`config.mk`:
```
export PLATFORM = sky130hd
export DESIGN_NAME = i2c_master_transaction_sequencer
export DESIGN_NICKNAME = d
export VERILOG_FILES = /design/src/rtl/i2cms_pkg.sv /design/src/rtl/i2cms_store.sv /design/src/rtl/i2cms_fsm.sv /design/src/rtl/i2cms_out_fifo.sv /design/src/rtl/i2c_master_transaction_sequencer.sv
export SDC_FILE = /design/constraint.sdc
export NUM_CORES = 1
export LEC_CHECK = 0
export BUFFER_PORTS_ARGS = -buffer_cell sky130_fd_sc_hd__buf_2
export CORE_UTILIZATION = 35
export DETAILED_ROUTE_END_ITERATION = 10
export REMOVE_ABC_BUFFERS = 1
export SETUP_SLACK_MARGIN = 0.05
export SYNTH_ARGS = -nofsm -noshare
export SYNTH_HDL_FRONTEND = slang
export SYNTH_HIERARCHICAL = 1
export SYNTH_SLANG_ARGS = --single-unit
export TNS_END_PERCENT = 5
```
`constraint.sdc`:
```
create_clock -name clk -period 19.22 [get_ports clk]
set_input_delay 2.883 -clock clk [delete_from_list [all_inputs] [get_ports clk]]
set_output_delay 2.883 -clock clk [all_outputs]
set_load 0.05 [all_outputs]
```
`src/rtl/i2cms_pkg.sv`:
```
// Shared types and codes for the I2C master transaction sequencer.
package i2cms_pkg;

    localparam logic [1:0] KIND_LOAD  = 2'd0;
    localparam logic [1:0] KIND_START = 2'd1;
    localparam logic [1:0] KIND_EVENT = 2'd2;
    localparam logic [1:0] KIND_FETCH = 2'd3;

    localparam logic [1:0] OP_WRITE = 2'd0;
    localparam logic [1:0] OP_READ  = 2'd1;
    localparam logic [1:0] OP_PING  = 2'd2;

    localparam logic [2:0] ACT_NONE  = 3'd0;
    localparam logic [2:0] ACT_START = 3'd1;
    localparam logic [2:0] ACT_NACK  = 3'd2;
    localparam logic [2:0] ACT_ACK   = 3'd3;
    localparam logic [2:0] ACT_STOP  = 3'd4;

    localparam logic [7:0] BUS_START      = 8'h08;
    localparam logic [7:0] BUS_RESTART    = 8'h10;
    localparam logic [7:0] BUS_ADDR_W_ACK = 8'h18;
    localparam logic [7:0] BUS_DATA_TX    = 8'h28;
    localparam logic [7:0] BUS_ADDR_R_ACK = 8'h40;
    localparam logic [7:0] BUS_DATA_ACK   = 8'h50;
    localparam logic [7:0] BUS_DATA_NACK  = 8'h58;

    localparam logic [7:0] STATUS_OK = 8'h00;

    typedef struct packed {
        logic [7:0] bus_code;
        logic [7:0] data_byte;
        logic [4:0] buffer_index;
        logic [5:0] length;
        logic [7:0] register_addr;
        logic [6:0] device_id;
        logic [1:0] op;
        logic [1:0] kind;
    } item_t;

    typedef struct packed {
        logic       last;
        logic [7:0] status_code;
        logic       error;
        logic       busy_res;
        logic [7:0] read_byte;
        logic [7:0] tx_byte;
        logic [2:0] action;
    } result_t;

endpackage

```
`src/rtl/i2cms_store.sv`:
```
// Payload byte store with one write port and a registered read port.
module i2cms_store #(
    parameter int BUFFER_DEPTH = 32,
    parameter int AW           = 5
) (
    input  logic          clk,
    input  logic          we,
    input  logic [AW-1:0] waddr,
    input  logic [7:0]    wdata,
    input  logic          re,
    input  logic [AW-1:0] raddr,
    output logic [7:0]    rdata
);

    logic [7:0] mem [BUFFER_DEPTH];
    logic [7:0] rdata_reg;

    always_ff @(posedge clk)
    begin
        if (we)
        begin
            mem[waddr] <= wdata;
        end
    end

    // A write to the read address in the same cycle as the read is forwarded to the read data.
    always_ff @(posedge clk)
    begin
        if (re)
        begin
            if (we && (waddr == raddr))
            begin
                rdata_reg <= wdata;
            end
            else
            begin
                rdata_reg <= mem[raddr];
            end
        end
    end

    assign rdata = rdata_reg;

endmodule

```
`src/rtl/i2cms_fsm.sv`:
```
// Transaction state and the per-request decision logic.
module i2cms_fsm #(
    parameter int BUFFER_DEPTH = 32,
    parameter int AW           = 5,
    parameter int POS_W        = 6
) (
    input  logic                clk,
    input  logic                rst_n,
    input  logic                proc,
    input  i2cms_pkg::item_t    item,
    input  logic [7:0]          rd_data,
    output i2cms_pkg::result_t  res0,
    output i2cms_pkg::result_t  res1,
    output logic                two,
    output logic                we,
    output logic [AW-1:0]       waddr,
    output logic [7:0]          wdata,
    output logic [POS_W-1:0]    pos_after
);
    import i2cms_pkg::*;

    typedef enum logic [1:0] {PH_IDLE, PH_TX, PH_RX} phase_t;

    phase_t           phase_reg, phase_next;
    logic             rp_reg, rp_next;
    logic [POS_W-1:0] pos_reg, pos_next;
    logic [POS_W-1:0] tlen_reg, tlen_next;
    logic [POS_W-1:0] rlen_reg, rlen_next;
    logic [7:0]       status_reg, status_next;
    logic             err_reg, err_next;
    logic [6:0]       target_reg, target_next;
    logic [7:0]       regb_reg, regb_next;

    logic [POS_W-1:0] pos_plus;
    logic [POS_W-1:0] pc;
    logic [POS_W-1:0] pos_rx;
    logic [POS_W-1:0] len_sat;
    logic             idx_ok;
    logic             pos_in_buf;
    logic             finish;

    function automatic logic [7:0] tx_at(input phase_t ph, input logic [POS_W-1:0] p,
                                         input logic [6:0] tid, input logic [7:0] rb,
                                         input logic [7:0] md);
        logic [7:0] v;
        if (ph == PH_RX)
        begin
            v = {tid, 1'b1};
        end
        else if (p == '0)
        begin
            v = {tid, 1'b0};
        end
        else if (p == POS_W'(1))
        begin
            v = rb;
        end
        else if (32'(p) < 32'(BUFFER_DEPTH) + 32'd2)
        begin
            v = md;
        end
        else
        begin
            v = 8'h00;
        end
        return v;
    endfunction

    assign pos_plus   = pos_reg + POS_W'(1);
    assign pc         = (item.bus_code == BUS_ADDR_W_ACK) ? pos_plus : pos_reg;
    assign idx_ok     = 32'(item.buffer_index) < 32'(BUFFER_DEPTH);
    assign pos_in_buf = 32'(pos_reg) < 32'(BUFFER_DEPTH);
    assign pos_rx     = (item.bus_code == BUS_DATA_ACK && pos_in_buf) ? pos_plus : pos_reg;
    assign len_sat    = (32'(item.length) > 32'(BUFFER_DEPTH)) ? POS_W'(BUFFER_DEPTH)
                                                              : POS_W'(item.length);

    always_comb
    begin
        phase_next  = phase_reg;
        rp_next     = rp_reg;
        pos_next    = pos_reg;
        tlen_next   = tlen_reg;
        rlen_next   = rlen_reg;
        status_next = status_reg;
        err_next    = err_reg;
        target_next = target_reg;
        regb_next   = regb_reg;
        res0        = '0;
        res1        = '0;
        two         = 1'b0;
        we          = 1'b0;
        waddr       = AW'(item.buffer_index);
        wdata       = item.data_byte;
        finish      = 1'b0;
        res0.action = ACT_NONE;

        unique case (item.kind)
            KIND_LOAD:
            begin
                we = (phase_reg == PH_IDLE) && idx_ok;
            end
            KIND_FETCH:
            begin
                res0.read_byte = idx_ok ? rd_data : 8'h00;
            end
            KIND_START:
            begin
                if (phase_reg == PH_IDLE && item.op <= OP_PING)
                begin
                    target_next = item.device_id;
                    regb_next   = item.register_addr;
                    pos_next    = '0;
                    phase_next  = PH_TX;
                    rp_next     = 1'b0;
                    res0.action = ACT_START;
                    case (item.op)
                        OP_WRITE: tlen_next = len_sat + POS_W'(2);
                        OP_READ:
                        begin
                            tlen_next = POS_W'(2);
                            rlen_next = len_sat;
                            rp_next   = 1'b1;
                        end
                        default:  tlen_next = POS_W'(1);
                    endcase
                end
            end
            KIND_EVENT:
            begin
                if (phase_reg != PH_IDLE)
                begin
                    if (item.bus_code == BUS_START || item.bus_code == BUS_RESTART)
                    begin
                        pos_next     = '0;
                        status_next  = STATUS_OK;
                        err_next     = 1'b0;
                        res0.action  = ACT_NACK;
                        res0.tx_byte = tx_at(phase_reg, '0, target_reg, regb_reg, rd_data);
                    end
                    else if (phase_reg == PH_TX && (item.bus_code == BUS_ADDR_W_ACK ||
                                                    item.bus_code == BUS_DATA_TX))
                    begin
                        if (pc < tlen_reg)
                        begin
                            pos_next     = pc + POS_W'(1);
                            res0.action  = ACT_NACK;
                            res0.tx_byte = tx_at(phase_reg, pc, target_reg, regb_reg, rd_data);
                        end
                        else
                        begin
                            pos_next    = pc;
                            status_next = STATUS_OK;
                            err_next    = 1'b0;
                            finish      = 1'b1;
                        end
                    end
                    else if (phase_reg == PH_RX && (item.bus_code == BUS_ADDR_R_ACK ||
                                                    item.bus_code == BUS_DATA_ACK))
                    begin
                        if (item.bus_code == BUS_DATA_ACK)
                        begin
                            we = pos_in_buf;
                        end
                        waddr    = AW'(pos_reg);
                        pos_next = pos_rx;
                        if (({1'b0, pos_rx} + (POS_W+1)'(1) < {1'b0, rlen_reg}) &&
                            rlen_reg != '0)
                        begin
                            res0.action = ACT_ACK;
                        end
                        else
                        begin
                            res0.action = ACT_NACK;
                        end
                    end
                    else if (phase_reg == PH_RX && item.bus_code == BUS_DATA_NACK)
                    begin
                        we          = pos_in_buf;
                        waddr       = AW'(pos_reg);
                        status_next = STATUS_OK;
                        err_next    = 1'b0;
                        finish      = 1'b1;
                    end
                    else
                    begin
                        status_next = item.bus_code;
                        err_next    = 1'b1;
                        finish      = 1'b1;
                    end
                end
            end
        endcase

        // A stop ends the phase; a pending read turns around into receive mode.
        if (finish)
        begin
            res0.action = ACT_STOP;
            if (rp_reg)
            begin
                rp_next     = 1'b0;
                phase_next  = PH_RX;
                pos_next    = '0;
                tlen_next   = rlen_reg;
                two         = 1'b1;
                res1.action = ACT_START;
            end
            else
            begin
                phase_next = PH_IDLE;
            end
        end

        res0.busy_res    = (phase_next != PH_IDLE);
        res0.error       = err_next;
        res0.status_code = status_next;
        res0.last        = !two;
        res1.busy_res    = (phase_next != PH_IDLE);
        res1.error       = err_next;
        res1.status_code = status_next;
        res1.last        = 1'b1;
        we               = we && proc;
    end

    assign pos_after = proc ? pos_next : pos_reg;

    always_ff @(posedge clk or negedge rst_n)
    begin
        if (!rst_n)
        begin
            phase_reg  <= PH_IDLE;
            rp_reg     <= 1'b0;
            pos_reg    <= '0;
            tlen_reg   <= '0;
            rlen_reg   <= '0;
            status_reg <= STATUS_OK;
            err_reg    <= 1'b0;
            target_reg <= '0;
            regb_reg   <= '0;
        end
        else if (proc)
        begin
            phase_reg  <= phase_next;
            rp_reg     <= rp_next;
            pos_reg    <= pos_next;
            tlen_reg   <= tlen_next;
            rlen_reg   <= rlen_next;
            status_reg <= status_next;
            err_reg    <= err_next;
            target_reg <= target_next;
            regb_reg   <= regb_next;
        end
    end

    a_pending_only_in_tx: assert property (@(posedge clk) disable iff (!rst_n)
        rp_reg |-> (phase_reg == PH_TX))
        else $error("read turnaround pending outside the transmit phase");

    a_two_is_turnaround: assert property (@(posedge clk) disable iff (!rst_n)
        (proc && two) |-> (res0.action == ACT_STOP && res1.action == ACT_START &&
                           item.kind == KIND_EVENT))
        else $error("two results from something other than a read turnaround");

    a_turnaround_enters_rx: assert property (@(posedge clk) disable iff (!rst_n)
        (proc && two) |=> (phase_reg == PH_RX && pos_reg == '0 && !rp_reg))
        else $error("read turnaround did not enter receive mode");

endmodule

```
`src/rtl/i2cms_out_fifo.sv`:
```
// Four-entry result queue that takes one or two results per cycle.
module i2cms_out_fifo (
    input  logic                clk,
    input  logic                rst_n,
    input  logic                push,
    input  logic                two,
    input  i2cms_pkg::result_t  res0,
    input  i2cms_pkg::result_t  res1,
    output logic                room,
    output logic                m_valid,
    input  logic                m_ready,
    output i2cms_pkg::result_t  head
);
    import i2cms_pkg::*;

    localparam int DEPTH = 4;

    result_t    mem [DEPTH];
    logic [1:0] wptr_reg, wptr_next;
    logic [1:0] rptr_reg, rptr_next;
    logic [2:0] count_reg, count_next;
    logic [2:0] n_push;
    logic       pop;

    assign pop     = m_valid && m_ready;
    assign n_push  = push ? (two ? 3'd2 : 3'd1) : 3'd0;
    assign m_valid = (count_reg != 3'd0);
    assign head    = mem[rptr_reg];
    // Room for a full turnaround is judged on registered state only.
    assign room    = (count_reg <= 3'(DEPTH - 2));

    assign wptr_next  = wptr_reg + n_push[1:0];
    assign rptr_next  = rptr_reg + {1'b0, pop};
    assign count_next = count_reg + n_push - {2'b00, pop};

    always_ff @(posedge clk)
    begin
        if (push)
        begin
            mem[wptr_reg] <= res0;
        end
        if (push && two)
        begin
            mem[wptr_reg + 2'd1] <= res1;
        end
    end

    always_ff @(posedge clk or negedge rst_n)
    begin
        if (!rst_n)
        begin
            wptr_reg  <= '0;
            rptr_reg  <= '0;
            count_reg <= '0;
        end
        else
        begin
            wptr_reg  <= wptr_next;
            rptr_reg  <= rptr_next;
            count_reg <= count_next;
        end
    end

    a_no_overflow: assert property (@(posedge clk) disable iff (!rst_n)
        push |-> (count_reg <= 3'(DEPTH - 2)))
        else $error("result pushed without room for it");

    a_count_tracks_ptrs: assert property (@(posedge clk) disable iff (!rst_n)
        (count_reg <= 3'(DEPTH)) && (count_reg[1:0] == (wptr_reg - rptr_reg)))
        else $error("result queue count out of step with its pointers");

endmodule

```
`src/rtl/i2c_master_transaction_sequencer.sv`:
```
// Top level of the I2C master transaction sequencer.
//
// Requests enter on the s_ channel: s_tuser carries the request kind (load byte,
// start transaction, bus event, fetch byte) and s_tdata the remaining fields.
// Every request yields one result on the m_ channel, except a read whose
// address phase ends, which yields a stop and then a start; m_tlast marks the
// final result of a request.
// A request is held in an input register, decided by single-pass logic and
// written into a four-entry result queue, from whose head its first result
// is offered on the m_ channel.
// One request is taken every cycle while the queue holds two results or fewer;
// the queue depth sets that figure.
// The byte store read for a fetch or a transmit byte is issued as the request
// is taken, so it is ready when the request is decided.
// Reset returns the sequencer to idle with a clear status and empties the
// queue; the byte store keeps no reset. When the receiver stalls, the queue
// fills, and s_tready falls once it holds three or more results while a
// request waits in the input register.
module i2c_master_transaction_sequencer #(
    parameter int BUFFER_DEPTH = 32
) (
    input  logic        clk,
    input  logic        rst_n,
    input  logic        s_tvalid,
    output logic        s_tready,
    // op, device_id, register_addr, length, buffer_index, data_byte, bus_code, zero pad
    input  logic [47:0] s_tdata,
    // kind
    input  logic [1:0]  s_tuser,
    output logic        m_tvalid,
    input  logic        m_tready,
    // action, tx_byte, read_byte, busy_res, error, status_code, zero pad
    output logic [31:0] m_tdata,
    output logic        m_tlast
);
    import i2cms_pkg::*;

    localparam int AW    = $clog2(BUFFER_DEPTH);
    localparam int POS_W = $clog2(BUFFER_DEPTH + 4);

    item_t            in_item_reg;
    logic             in_valid_reg, in_valid_next;
    item_t            s_item;
    logic             s_take;
    logic             proc;
    logic             room;
    result_t          res0, res1, head;
    logic             two;
    logic             we;
    logic [AW-1:0]    waddr;
    logic [7:0]       wdata;
    logic [7:0]       rd_data;
    logic [POS_W-1:0] pos_after;
    logic [POS_W-1:0] pred_pos;
    logic [AW-1:0]    raddr;

    assign s_item.kind          = s_tuser;
    assign s_item.op            = s_tdata[1:0];
    assign s_item.device_id     = s_tdata[8:2];
    assign s_item.register_addr = s_tdata[16:9];
    assign s_item.length        = s_tdata[22:17];
    assign s_item.buffer_index  = s_tdata[27:23];
    assign s_item.data_byte     = s_tdata[35:28];
    assign s_item.bus_code      = s_tdata[43:36];

    assign proc          = in_valid_reg && room;
    assign s_tready      = !in_valid_reg || room;
    assign s_take        = s_tvalid && s_tready;
    assign in_valid_next = s_take || (in_valid_reg && !proc);

    // The transmit byte is fetched for the position the request will see.
    assign pred_pos = (s_item.bus_code == BUS_ADDR_W_ACK) ? pos_after + POS_W'(1) : pos_after;
    assign raddr    = (s_item.kind == KIND_FETCH) ? AW'(s_item.buffer_index)
                                                  : AW'(pred_pos - POS_W'(2));

    always_ff @(posedge clk or negedge rst_n)
    begin
        if (!rst_n)
        begin
            in_valid_reg <= 1'b0;
        end
        else
        begin
            in_valid_reg <= in_valid_next;
        end
    end

    always_ff @(posedge clk or negedge rst_n)
    begin
        if (!rst_n)
        begin
            in_item_reg <= '0;
        end
        else if (s_take)
        begin
            in_item_reg <= s_item;
        end
    end

    i2cms_store #(
        .BUFFER_DEPTH (BUFFER_DEPTH),
        .AW           (AW)
    ) u_store (
        .clk   (clk),
        .we    (we),
        .waddr (waddr),
        .wdata (wdata),
        .re    (s_take),
        .raddr (raddr),
        .rdata (rd_data)
    );

    i2cms_fsm #(
        .BUFFER_DEPTH (BUFFER_DEPTH),
        .AW           (AW),
        .POS_W        (POS_W)
    ) u_fsm (
        .clk       (clk),
        .rst_n     (rst_n),
        .proc      (proc),
        .item      (in_item_reg),
        .rd_data   (rd_data),
        .res0      (res0),
        .res1      (res1),
        .two       (two),
        .we        (we),
        .waddr     (waddr),
        .wdata     (wdata),
        .pos_after (pos_after)
    );

    i2cms_out_fifo u_out_fifo (
        .clk     (clk),
        .rst_n   (rst_n),
        .push    (proc),
        .two     (two),
        .res0    (res0),
        .res1    (res1),
        .room    (room),
        .m_valid (m_tvalid),
        .m_ready (m_tready),
        .head    (head)
    );

    assign m_tdata = {3'b000, head.status_code, head.error, head.busy_res,
                      head.read_byte, head.tx_byte, head.action};
    assign m_tlast = head.last;

endmodule

```
Yosys cells after proc, flatten, opt, wreduce, memory -nomap -nowiden

Memory sizes are Yosys's and may differ from the RTL's. A register that Yosys moved wholly into a read port is not among the register bits.
Index checks and enable logic that the tools add are counted.

Add/sub/neg operators: 11
Multiply operators: 0
Divide/modulo/power cells: 0
Order comparisons: 7
Equality and inequality tests: 16
Shift operators: 0
Multiplexer cells: 91
Bitwise operators: 0
Reduce and logical (&&, ||, !) cells: 30

Operator list:

| kind                | number |
|---|---|
| $mux 8              | 14 |
| $mux 6              | 16 |
| $mux 5              | 8 |
| $mux 1              | 36 |
| $mux 11             | 3 |
| $eq 8x5->1 const B  | 3 |
| $eq 8x7->1 const B  | 3 |
| $pmux 6 s2          | 2 |
| $mux 3              | 5 |
| $add 6x1->6 const B | 2 |
| $logic_and 1x1->1   | 12 |
| $lt 6x6->1 const B  | 2 |
| $mux 2              | 5 |
| $eq 2x2->1 const B  | 4 |
| $eq 8x4->1 const B  | 1 |
| $eq 8x6->1 const B  | 1 |
| $add 6x1->7 const B | 1 |
| $lt 7x6->1          | 1 |
| $add 6x2->6 const B | 1 |
| $eq 2x1->1 const B  | 3 |
| $eq 6x1->1 const B  | 1 |
| $gt 6x6->1 const B  | 1 |
| $logic_not 2->1     | 3 |
| $logic_not 6->1     | 1 |
| other kinds (19)    | 26 |

Bits in registers: 99
Latch bits: 0
Bits in writable memories: 376
ROM bits: 0
Input port bits: 54
Logic and storage cells: 178
Memories kept: 2

Memory list:

| name           | depth | bits a word | rd ports | clocked after memory_dff | write ports | RTL line             | text |
|---|---|---|---|---|---|---|---|
| u_store.mem    | 32    | 8           | 1        | 1                        | 1           | i2cms_store.sv:15    | `logic [7:0] mem [BUFFER_DEPTH];` |
| u_out_fifo.mem | 4     | 30          | 1        | 0                        | 2           | i2cms_out_fifo.sv:18 | `result_t mem [DEPTH];` |

Logic depth before layout (Yosys ltp)

Gate-level depths: netlist (run 1).

Word-level depth: 15
Depth in mapped cells: 30
Gate-level depth less buffers: 24

Modules after synthesis

Netlist (run 1), hierarchy kept.

By module, submodules not included:

| module                           | instances | cells each | area an instance (um2) |
|---|---|---|---|
| i2cms_store                      | 1         | 541        | 10741.6 |
| i2cms_out_fifo                   | 1         | 333        | 6200.9 |
| i2cms_fsm                        | 1         | 461        | 3880.0 |
| i2c_master_transaction_sequencer | 1         | 144        | 2083.2 |

Worst setup path after synthesis (run 1)

Ideal clock, no wire load.

Path kind: register -> register
Start: reg in_item_reg[38] (netlist name)
End: mem u_out_fifo/mem[2][0] (netlist name) (enable)
Setup time: 0.463 ns
Arrival: 5.676 ns
Path slack: 13.081 ns
Stages on the path, launching flop included: 17
Buffers on the path: 2
Cells stage by stage: dfrtp_1 nor3_1 nand3_1 nor2_1 xnor2_1 inv_2 ha_1 and2_0 o2111ai_1 o31a_1 buf_6 a211oi_4 nand2_1 inv_1 clkbuf_2 nand3b_1 a21boi_0

RTL lines:

| what                   | RTL line                               | text |
|---|---|---|
| from (decl)            | i2c_master_transaction_sequencer.sv:41 | `item_t in_item_reg;` |
| from (signal assigned) | i2c_master_transaction_sequencer.sv:96 | `in_item_reg <= s_item;` |
| to (decl)              | i2cms_out_fifo.sv:18                   |  |

Worst setup path in the final report (run 1)

Start: reg in_item_reg[38] (netlist name)
End: reg u_store.rdata_reg[4], in the netlist u_store/rdata[4] (read register of u_store.mem) (data pin)

Word-level cells in the longest chain between the ends: 15
Elaborated cells between the ends (all ways): 35

RTL lines:

| what                                      | RTL line                               | text |
|---|---|---|
| $eq 8x5->1, or another cell as far along  | i2cms_fsm.sv:70, i2cms_fsm.sv:140      |  |
| $mux 6, or another cell as far along      | i2cms_fsm.sv:70                        | `assign pc = (item.bus_code == BUS_ADDR_W_ACK) ? pos_plus : pos_reg;` |
| $add 6x1->6, or another cell as far along | i2cms_fsm.sv:145                       | `pos_next = pc + POS_W'(1);` |
| $mux 6 (on tied branches)                 | i2cms_fsm.sv:143, i2cms_fsm.sv:157     |  |
| $mux 6                                    | i2cms_fsm.sv:140                       | `else if (phase_reg == PH_TX && (item.bus_code == BUS_ADDR_W_ACK \|\|` |
| $mux 6                                    | i2cms_fsm.sv:132                       | `if (item.bus_code == BUS_START \|\| item.bus_code == BUS_RESTART)` |
| $mux 6                                    | i2cms_fsm.sv:130                       | `if (phase_reg != PH_IDLE)` |
| $pmux 6 s2                                | i2cms_fsm.sv:97                        | `unique case (item.kind)` |
| $mux 6                                    | i2cms_fsm.sv:198                       | `if (rp_reg)` |
| $mux 6 (*)                                | i2cms_fsm.sv:195                       | `if (finish)` |
| $mux 6 (*)                                | i2cms_fsm.sv:224                       | `assign pos_after = proc ? pos_next : pos_reg;` |
| net pos_after[0]                          | i2c_master_transaction_sequencer.sv:53 | `logic [POS_W-1:0] pos_after;` |
| $add 5x1->5                               | i2c_master_transaction_sequencer.sv:72 | `assign pred_pos = (s_item.bus_code == BUS_ADDR_W_ACK) ? pos_after + POS_W'(1) : pos_after;` |
| $mux 5 (*)                                | i2c_master_transaction_sequencer.sv:72 |  |
| $sub 5x2->5 (*)                           | i2c_master_transaction_sequencer.sv:74 | `: AW'(pred_pos - POS_W'(2));` |
| $mux 5 (*)                                | i2c_master_transaction_sequencer.sv:73 | `assign raddr = (s_item.kind == KIND_FETCH) ? AW'(s_item.buffer_index)` |
| net raddr[0]                              | i2c_master_transaction_sequencer.sv:55 | `logic [AW-1:0] raddr;` |
| to (decl)                                 | i2cms_store.sv:16                      | `logic [7:0] rdata_reg;` |

The timed path passes the listed nets; every way through them passes the cells marked *.
A chain may end at the register's enable or synchronous reset.

==> flow_summary_export.csv, run 1 <==
group,metric,value,unit
worst_setup_path,max_stage_delay,0.80,ns
clock_network,numCtsBuffers,50,
place,dp_cells,2338,
sta,finalCriticalPeriod,8.93,ns
worst_setup_path,startpoint_type,"flop",
floorplan,chipWidth,258,um
worst_setup_path,cp-end-kind,"flop",
global_route,grt_antenna_before_repair,0,
sta,slew_headroom,0.230,
final_layout,drive_gt1_frac,0.283,
logic_synthesis,ys_async_sr_fraction,0.205,
final_layout,layout_commonest_cell,"edfxtp_1",
final_layout,nets,1615,
final_layout,syn_to_final_growth,11.2,%
sta,finalMaxSlewViolations,0,
pwr,seq_power_share,0.432,
sta,whs,0.462,ns
pwr,comb_power_share,0.291,
floorplan,coreArea,0.0646,mm^2
final_layout,regArea,0.0140,mm^2
pwr,p_sw_frac,0.333,
logic_synthesis,synth.distinct_cells,91,
sta,tns,0,ns
clock_network,clkTransAtPathRegs,0.06,ns
sta,clock-skew-final,0.0282,ns
sta,fin_crit_sh,0.465,
route,avgViaCountPerCell,5.20,
final_layout,diodes,0,
route,drt_iter0_markers,1002,
worst_setup_path,cp_data_arrival_time,9.23,ns
clock_network,ctsRootBufferMaster,"clkbuf_16",
place,hpwl,33400,um
final_layout,final_cell_count_no_fill,2429,
clock_network,cts-hold-fix-buffers,0,
worst_setup_path,reg2reg_slack,10.29,ns
pwr,power.density,138,mW/mm^2
final_layout,fillers,5940,
pwr,power.leakage,9.09,nW
logic_synthesis,netlist_area,0.0229,mm^2
route,finalWirelength,51800,um
worst_setup_path,required,19.52,ns
global_route,grt_overflow,0,
place,io_buffers,81,
sta,worstMarginPinSlew,1.15,ns
logic_synthesis,synth_ff_type,"edfxtp_1",
worst_setup_path,cp_num_cells,21,
floorplan,ioPinCount,89,
pwr,pwr-share-clk,0.277,
worst_setup_path,worst-setup-path-type,"reg -> reg",
clock_network,h-tree-depth,2,
logic_synthesis,synth.ff_latch_count,483,
floorplan,initial_utilization,0.355,
pwr,vdd.ir_drop.worst,64.4,uV
logic_synthesis,synth-edff-count,384,
global_route,grt_pass1_vias,13000,
sta,fmax,112,MHz
worst_setup_path,cp-endpoint,"u_store/rdata[4]$_DFFE_PP_",
clock_network,cts.sinks,483,
worst_hold_path,min_path_type,"reg -> reg",
floorplan,die_h,258,um
pwr,internal_power,0.00235,W
clock_network,clk_latency,0.61,ns
route,post_drt_wl_per_cell,21.3,um
sta,rsz0062_at_grt,"false",
worst_setup_path,path_cells,"nor3_1, nand3_1, nor2_1, xnor2_1, inv_2, ha_1, and2_0, o2111ai_1, o31a_1, a211oi_4, and3_1, nor2_1, o2bb2ai_1, xnor2_1, a21oi_4, buf_4, buf_4, mux4_1, or2b_1, a221oi_1, o41ai_1",
place,gp_congestion,0.849,
global_route,grt_use_total,0.156,
clock_network,cts_resized,0,
logic_synthesis,syn_area_per_cell,15.5,um^2
clock_network,cts_tree,"done",
route,drt_first_pass_iters,5,
global_route,grt_max_degree,52,
worst_setup_path,cp_max_fo,37,
worst_setup_path,reg2reg_depth,21,
worst_setup_path,r2r_start,"in_item_reg[38]$_DFFE_PN0P_",
route,antenna_left,0,
logic_synthesis,yosys_warnings,6,
clock_network,cts_setup_buffers,0,
worst_setup_path,crit_family,"compound AO/OA/AOI/OAI gates",
logic_synthesis,synthCells,1479,
pwr,switchingPower,0.00117,W
sta,hold_violations,0,
logic_synthesis,synth_seq_area_share,0.612,
final_layout,final_cell_mix,"edfxtp_1 (384), mux2_2 (185), dfrtp_1 (98)",
worst_setup_path,cp-startpoint,"in_item_reg[38]$_DFFE_PN0P_",
floorplan,dieArea,0.0665,mm^2
worst_setup_path,crit_slowest_cell,"a21oi_4",
floorplan,fp-row-count,93,
outcome,status,"completed",
route,drcViolationCount,0,
final_layout,multiInputGateArea,0.00800,mm^2
run,drv_cap,0,
clock_network,clk_path_buf_depth,3,
final_layout,largest_reg_flops,256,
sta,setup_viol,0,
worst_setup_path,crit_buf_inv,3,
worst_setup_path,reg2reg_to,"u_store/rdata[4]$_DFFE_PP_",
global_route,grt_first_pass_wirelength,79100,um
final_layout,fin_util,0.394,
route,vias,12600,
tightest hold or removal path: stages (launching register included):
cell and delay, ns:
dfrtp_1 0.34, nand2_1 0.05, nand2_1 0.05
cell families after synthesis:
family | share of synthesized area
flip-flops | 0.612
multiplexers | 0.186
AND/OR/NAND/NOR | 0.0724
AO/OA/AOI/OAI | 0.0562
buffers and inverters | 0.0442
XOR/XNOR | 0.0141
adder cells (fa/ha/maj) | 0.0145
other | 0.000492
metal layers:
metal,vias to the layer above,share of wire,wire [um],GRT usage
met3,70,0.050,2610,0.0219
li1,5819,-,-,-
met1,6420,0.44,22800,0.211
met2,332,0.49,25400,0.261
met4,0,0.019,1010,0.0422
met5,-,0,0,0
power by group through the flow:
stage	Clock (W)	Sequential, W	Combinational, W
after global placement	0	0.00153	0.00101
after CTS	0.00100	0.00152	0.00104
after detailed placement	0	0.00154	0.00103
after global routing	0.00104	0.00154	0.00111
final	0.000973	0.00152	0.00102
after floorplan	0	0.00156	0.000697
worst min path at each step:
stage	start	cells after the start	slack (ns)	to
after global routing	u_fsm/target_reg[3]$_DFFE_PN0P_	2	0.49	u_fsm/target_reg[3]$_DFFE_PN0P_
after detailed placement	in_item_reg[9]$_DFFE_PN0P_	2	0.45	u_fsm/target_reg[5]$_DFFE_PN0P_
after global placement	in_item_reg[5]$_DFFE_PN0P_	2	0.45	u_fsm/target_reg[1]$_DFFE_PN0P_
final	in_item_reg[9]$_DFFE_PN0P_	2	0.46	u_fsm/target_reg[5]$_DFFE_PN0P_
after floorplan	in_item_reg[11]$_DFFE_PN0P_	2	0.43	u_fsm/regb_reg[0]$_DFFE_PN0P_
after CTS	in_item_reg[9]$_DFFE_PN0P_	2	0.46	u_fsm/target_reg[5]$_DFFE_PN0P_
stage by stage:
step / power [W] / worst slack (ns) / area, um^2
after floorplan: 0.00225 / 7.29 / 22100
after global placement: 0.00254 / 10.40 / 23800
after detailed placement: 0.00258 / 10.26 / 23800
after CTS: 0.00356 / 10.25 / 25500
after global routing: 0.00369 / 9.66 / 25500
final: 0.00352 / 10.29 / 25500
area by class of cell:
type,instances,area share
Sequential cell,483,0.550
Multi-Input combinational cell,858,0.314
Clock buffer,67,0.0540
Tap cell,855,0.0420
Timing Repair Buffer,104,0.0228
Clock inverter,24,0.0113
Inverter,38,0.00560
cell usage after synthesis, drive strengths merged, types with 11 or more instances:
master,n,area (um^2)
a221oi,19,173
mux4,70,1690
dfrtp,99,2480
ha,25,313
edfxtp,384,11500
nor2,70,265
nand2,81,304
nand2b,16,100
a211oi,20,163
xnor2,23,201
clkbuf,18,101
mux2i,50,500
nor4,11,81.3
xor2,14,123
buf,99,751
mux2,185,2080
a21oi,19,95.1
nand3,23,120
o21ai,19,95.1
inv,38,143
and2,17,106
(Power assumes the default switching activity.)
==> run 2, diff against run 1 <==
ABC_AREA = 1   (was default)
clock period = 8.15 ns   (was 19.22 ns; I/O delays follow)
==> run 2 against run 1 <==
First-iteration DRC count up 58%. Clock power grew to 2.5 times the previous value. Synthesized cell count increased by 79%. Sequential share of layout area shrank 3.4 points. Clock-buffer cell count increased by 5. Die area is 7.0% higher. Cell area rose by 6.5%. Worst hold slack improved by 0.015 ns. Non-clock buffer count rose by 4. Final cell count is 50% higher. Global-route usage is 1.3 points higher. Clock skew rose by 0.0031 ns. Highest routed layer unchanged.
==> flow_summary_export.csv, run 2 <==
group,metric,value,unit
final_layout,drive_gt1_frac,0.137,
logic_synthesis,synth-simple-area-share,0.229,
pwr,seq_power_share,0.325,
logic_synthesis,yosys.area.top_type,"edfxtp_1",
final_layout,nets,2748,
place,gp_congestion,0.894,
worst_hold_path,min_path_type,"reg -> reg",
place,io_buffers,81,
final_layout,fin_area,0.0271,mm^2
sta,hold_violations,0,
final_layout,final_cell_mix,"nand2_1 (789), edfxtp_1 (384), nand3_1 (257)",
floorplan,fp-row-count,96,
floorplan,coreArea,0.0689,mm^2
logic_synthesis,synth.distinct_cells,50,
pwr,p_sw_frac,0.448,
logic_synthesis,synth-edff-count,384,
logic_synthesis,synth_compound_area_frac,0.0953,
worst_setup_path,startpoint_type,"flop",
worst_setup_path,cp_data_arrival_time,6.84,ns
final_layout,fillers,6887,
sta,slew_headroom,0.268,
global_route,grt_max_degree,97,
logic_synthesis,synthCells,2650,
pwr,power,0.0111,W
sta,fmax,154,MHz
logic_synthesis,synthAdderAreaFrac,0.0136,
logic_synthesis,synth_top_family_by_area,"simple AND/OR/NAND/NOR gates",
route,post_drt_wl_per_cell,16.6,um
final_layout,multiInputGateArea,0.00862,mm^2
worst_setup_path,crit_slowest_cell,"dfrtp_1",
clock_network,cts_resized,0,
logic_synthesis,yosys_warnings,6,
final_layout,layout_commonest_cell,"nand2_1",
route,finalWirelength,60400,um
clock_network,clk_path_buf_depth,3,
global_route,grt_pass1_vias,16300,
logic_synthesis,synth_seq_area_share,0.571,
place,dp_worst_setup_slack,1.73,ns
logic_synthesis,netlist_area,0.0245,mm^2
worst_setup_path,required,8.50,ns
logic_synthesis,synth.ff_latch_count,483,
logic_synthesis,yosys-top-cells-area,"edfxtp_1 (47%), nand2_1 (12%), dfrtp_1 (10%), nand3_1 (5.2%), nor2_1 (3.5%)",
floorplan,dieArea,0.0711,mm^2
clock_network,cts_setup_buffers,0,
clock_network,ctsRootBufferMaster,"clkbuf_16",
place,dp_cells,3545,
worst_setup_path,crit_top_cell,"nor2_1",
place,hpwl,38300,um
logic_synthesis,synthMuxAreaShare,0.00321,
clock_network,cts_tree,"done",
worst_setup_path,cp-end-kind,"flop",
clock_network,clk_latency,0.63,ns
sta,setup_viol,0,
pwr,internal_power,0.00611,W
final_layout,largest_reg_flops,256,
route,drt_iter0_markers,1582,
logic_synthesis,synth_commonest_cells,"nand2_1 (790), edfxtp_1 (384), nand3_1 (257)",
logic_synthesis,syn_area_per_cell,9.25,um^2
clock_network,cts-hold-fix-buffers,0,
sta,finalCriticalPeriod,6.49,ns
final_layout,syn_to_final_growth,10.6,%
pwr,switchingPower,0.00496,W
route,avgViaCountPerCell,4.83,
clock_network,clkTransAtPathRegs,0.06,ns
sta,rsz0062_at_grt,"false",
global_route,grt_use_total,0.169,
pwr,vdd.ir_drop.worst,226,uV
sta,finalMaxSlewViolations,0,
sta,tns,0,ns
clock_network,h-tree-depth,2,
floorplan,initial_utilization,0.356,
sta,fin_crit_sh,0.796,
logic_synthesis,synth_ff_type,"edfxtp_1",
worst_setup_path,cp_max_fo,18,
floorplan,ioPinCount,89,
logic_synthesis,ys_async_sr_fraction,0.205,
floorplan,chipWidth,267,um
run,drv_cap,0,
worst_setup_path,worst-setup-path-type,"reg -> reg",
global_route,grt_overflow,0,
logic_synthesis,synth.most_common_cell,"nand2_1",
route,drt_first_pass_iters,5,
global_route,grt_first_pass_wirelength,93100,um
pwr,comb_power_share,0.452,
route,vias,17600,
sta,clock-skew-final,0.0314,ns
pwr,power.density,408,mW/mm^2
final_layout,diodes,0,
route,antenna_left,0,
pwr,power.leakage,11.0,nW
logic_synthesis,netlist.area_leader.share,0.470,
route,drcViolationCount,0,
final_layout,final_cell_count_no_fill,3643,
sta,finalWorstSetupSlack,1.66,ns
floorplan,die_h,267,um
clock_network,numCtsBuffers,52,
outcome,status,"completed",
final_layout,regArea,0.0140,mm^2
sta,worstMarginPinSlew,1.10,ns
worst_setup_path,max_stage_delay,0.55,ns
logic_synthesis,synth_xor_area_frac,0.00464,
pwr,pwr-share-clk,0.222,
place,placed_area,0.0253,mm^2
clock_network,cts.sinks,483,
global_route,grt_antenna_before_repair,0,
run 2: layout make-up:
cell class                 instances  share of cell area
tap                              931              0.0429
sequential                       483               0.516
multi-input combinational       1780               0.318
inverter                         243              0.0339
clock inverter                    26              0.0124
clock buffer                      72              0.0541
timing repair buffer             108              0.0225
run 2: routing by layer:
metal / global-route usage / share of wire / vias up
met2: 0.277 / 0.47 / 516
li1: - / - / 8773
met1: 0.230 / 0.45 / 8240
met3: 0.0232 / 0.058 / 80
met4: 0.0528 / 0.022 / 0
met5: 0 / 0 / -
run 2: final timing paths:
path                                                   from                                to  slack, ns  cells after the start
min in group asynchronous                             rst_n       in_item_reg[11]$_DFFE_PN0P_       0.62                      1
max in group asynchronous                             rst_n  u_out_fifo/rptr_reg[0]$_DFF_PN0_       6.31                      2
worst min register to register  in_item_reg[16]$_DFFE_PN0P_       in_item_reg[16]$_DFFE_PN0P_       0.48                      2
worst max-delay path             u_fsm/pos_reg[0]$_DFF_PN0_        u_store/rdata[2]$_DFFE_PP_       1.66                     31
worst min-delay path            in_item_reg[16]$_DFFE_PN0P_       in_item_reg[16]$_DFFE_PN0P_       0.48                      2
worst max register to register   u_fsm/pos_reg[0]$_DFF_PN0_        u_store/rdata[2]$_DFFE_PP_       1.66                     31
run 2: worst max-delay path, delay by kind of cell (launching register included):
family	cells	cell delay (ns)
AOI/OAI and AO/OA	5	1.01
adders and majority gates	4	1.09
DFF	1	0.55
buffers and inverters	2	0.95
and+or+nand+nor	19	2.23
xor gates and xnor gates	1	0.38
run 2: through the flow:
stage / hold WS [ns] / util
3_5_place_dp: 0.462 / 0.367
4_1_cts: 0.482 / 0.393
3_3_place_gp: 0.461 / 0.367
2_1_floorplan: 0.443 / -
6_report: 0.476 / 0.393
5_1_grt: 0.502 / 0.393
run 2: kinds of logic (layout without fill, tap and decap cells):
kind of cell,Yosys count,after routing
simple gates,1336,1336
flops,483,483
buf+inv,406,449
compound gates,376,376
fa+ha+maj,26,26
xor+xnor,13,13
mux,7,7
other cells,3,22
run 2: power by group through the flow:
stage / clock, W / sequential [W] / combinational (W)
5_1_grt: 0.00260 / 0.00365 / 0.00551
2_1_floorplan: 0 / 0.00365 / 0.00348
3_5_place_dp: 0 / 0.00365 / 0.00499
6_report: 0.00246 / 0.00360 / 0.00500
3_3_place_gp: 0 / 0.00365 / 0.00493
4_1_cts: 0.00251 / 0.00361 / 0.00501
==> run 3, diff against run 2 <==
clock period = 5.5 ns   (was 8.15 ns; I/O delays follow)
==> run 3 against run 2 <==
First-iteration DRC count fell by 6.7%. Worst setup slack got worse by 1.3 ns. Non-clock buffer count rose by 35. Via count rose by 0.91%. Register-to-register slack got worse by 1.3 ns. Global-route usage rose by 0.22 points.
==> flow_summary_export.csv, run 3 (synthesized netlist as in run 2, its figures left out) <==
group,metric,value,unit
outcome,status,"completed",
route,drt_first_pass_iters,5,
sta,setup_viol,0,
worst_setup_path,max_stage_delay,0.44,ns
floorplan,initial_utilization,0.356,
sta,fin_crit_sh,0.933,
route,avgViaCountPerCell,4.83,
place,io_buffers,81,
worst_setup_path,cp_max_fo,17,
place,placed_area,0.0256,mm^2
worst_setup_path,required,5.88,ns
route,drt_iter0_markers,1476,
global_route,grt_antenna_before_repair,0,
floorplan,die_h,267,um
sta,worstMarginPinSlew,0.986,ns
worst_setup_path,crit_slowest_cell,"dfrtp_1",
place,dp_worst_setup_slack,0.0610,ns
clock_network,clk_latency,0.62,ns
pwr,switchingPower,0.00737,W
floorplan,fp-row-count,96,
clock_network,numCtsBuffers,53,
global_route,grt_use_total,0.171,
worst_setup_path,cp-end-kind,"flop",
global_route,grt_pass1_vias,16600,
sta,hold_violations,0,
final_layout,drive_gt1_frac,0.152,
clock_network,h-tree-depth,2,
clock_network,cts_tree,"done",
pwr,pwr-share-clk,0.225,
floorplan,ioPinCount,89,
pwr,comb_power_share,0.456,
worst_setup_path,crit_top_cell,"nand2_1",
place,hpwl,39400,um
pwr,vdd.ir_drop.worst,426,uV
pwr,internal_power,0.00940,W
floorplan,dieArea,0.0711,mm^2
pwr,p_sw_frac,0.439,
worst_setup_path,cp_data_arrival_time,5.50,ns
route,finalWirelength,61300,um
pwr,power.leakage,11.3,nW
final_layout,syn_to_final_growth,12.4,%
final_layout,final_cell_mix,"nand2_1 (788), edfxtp_1 (384), nand3_1 (255)",
worst_hold_path,min_path_type,"in -> async",
final_layout,largest_reg_flops,256,
global_route,grt_max_degree,129,
run,drv_cap,0,
sta,tns,0,ns
clock_network,clk_path_buf_depth,3,
sta,whs,0.222,ns
clock_network,ctsRootBufferMaster,"clkbuf_16",
place,gp_congestion,0.919,
final_layout,fin_area,0.0276,mm^2
clock_network,cts.sinks,483,
place,dp_cells,3576,
floorplan,coreArea,0.0689,mm^2
sta,rsz0062_at_grt,"false",
sta,finalCriticalPeriod,5.13,ns
final_layout,layout_commonest_cell,"nand2_1",
worst_setup_path,startpoint_type,"flop",
worst_setup_path,worst-setup-path-type,"reg -> reg",
sta,finalWorstSetupSlack,0.371,ns
route,drcViolationCount,0,
sta,fmax,195,MHz
clock_network,cts-hold-fix-buffers,0,
global_route,grt_first_pass_wirelength,94000,um
final_layout,diodes,0,
sta,slew_headroom,0.343,
sta,clock-skew-final,0.0373,ns
pwr,seq_power_share,0.319,
sta,finalMaxSlewViolations,0,
pwr,power.density,608,mW/mm^2
clock_network,clkTransAtPathRegs,0.06,ns
route,antenna_left,0,
global_route,grt_overflow,0,
final_layout,final_cell_count_no_fill,3680,
route,post_drt_wl_per_cell,16.6,um
route,vias,17800,
final_layout,nets,2784,
floorplan,chipWidth,267,um
## run 3: layout make-up
class	count	area (um^2)
fill	6804	41400
sequential	483	14000
multi-input combinational	1780	8650
clock buffer	71	1510
tap	931	1160
timing repair buffer	143	940
inverter	243	921
clock inverter	29	377
## run 3: timing repair
action | CTS | global route
pin swaps | 0 | 4
endpoints found under the setup margin | 1 | 8
endpoints found under the hold margin | 0 | 0
buffers inserted | 1 | 3
gates resized for setup | 0 | 11
## run 3: path summary, 6_finish.rpt
path / cells past startpoint / slack, ns / start / endpoint
min in group clk: 3 / 0.40 / s_tdata[30] / in_item_reg[32]$_DFFE_PN0P_
max in group asynchronous: 2 / 4.05 / rst_n / u_fsm/pos_reg[1]$_DFF_PN0_
hold reg to reg: 2 / 0.48 / in_item_reg[32]$_DFFE_PN0P_ / in_item_reg[32]$_DFFE_PN0P_
hold / removal: 1 / 0.22 / rst_n / in_item_reg[40]$_DFFE_PN0P_
setup / recovery: 33 / 0.37 / u_fsm/pos_reg[0]$_DFF_PN0_ / u_store/rdata[3]$_DFFE_PP_
setup reg to reg: 33 / 0.37 / u_fsm/pos_reg[0]$_DFF_PN0_ / u_store/rdata[3]$_DFFE_PP_
## run 3: per-layer routing
metal	vias up	global-route usage	share of wire
met4	0	0.0488	0.022
li1	8826	-	-
met3	90	0.0258	0.060
met2	479	0.275	0.46
met1	8374	0.238	0.45
met5	-	0	0
## run 3: through the flow
step                      total power [W]  utilization
after CTS                          0.0168        0.399
final                              0.0168        0.400
after global routing               0.0179        0.400
after detailed placement           0.0130        0.372
after global placement             0.0129        0.372
after floorplan                    0.0106            -
## run 3: power groups by stage
stage                     combinational [W]  clock, W  sequential [W]
after floorplan                     0.00516         0         0.00541
after global routing                0.00848   0.00398         0.00541
after global placement              0.00747         0         0.00541
final                               0.00764   0.00378         0.00535
after CTS                           0.00759   0.00385         0.00535
after detailed placement            0.00755         0         0.00542
## run 3: worst max-delay path: cells and delay by family, from the launching register on
| kind | cells | cell delay [ns] |
|---|---|---|
| buffers and inverters | 4 | 0.53 |
| flip-flops | 1 | 0.44 |
| AO/OA/AOI/OAI | 4 | 0.77 |
| XOR/XNOR | 1 | 0.29 |
| AND/OR/NAND/NOR | 20 | 1.78 |
| adder cells (fa/ha/maj) | 4 | 1.05 |
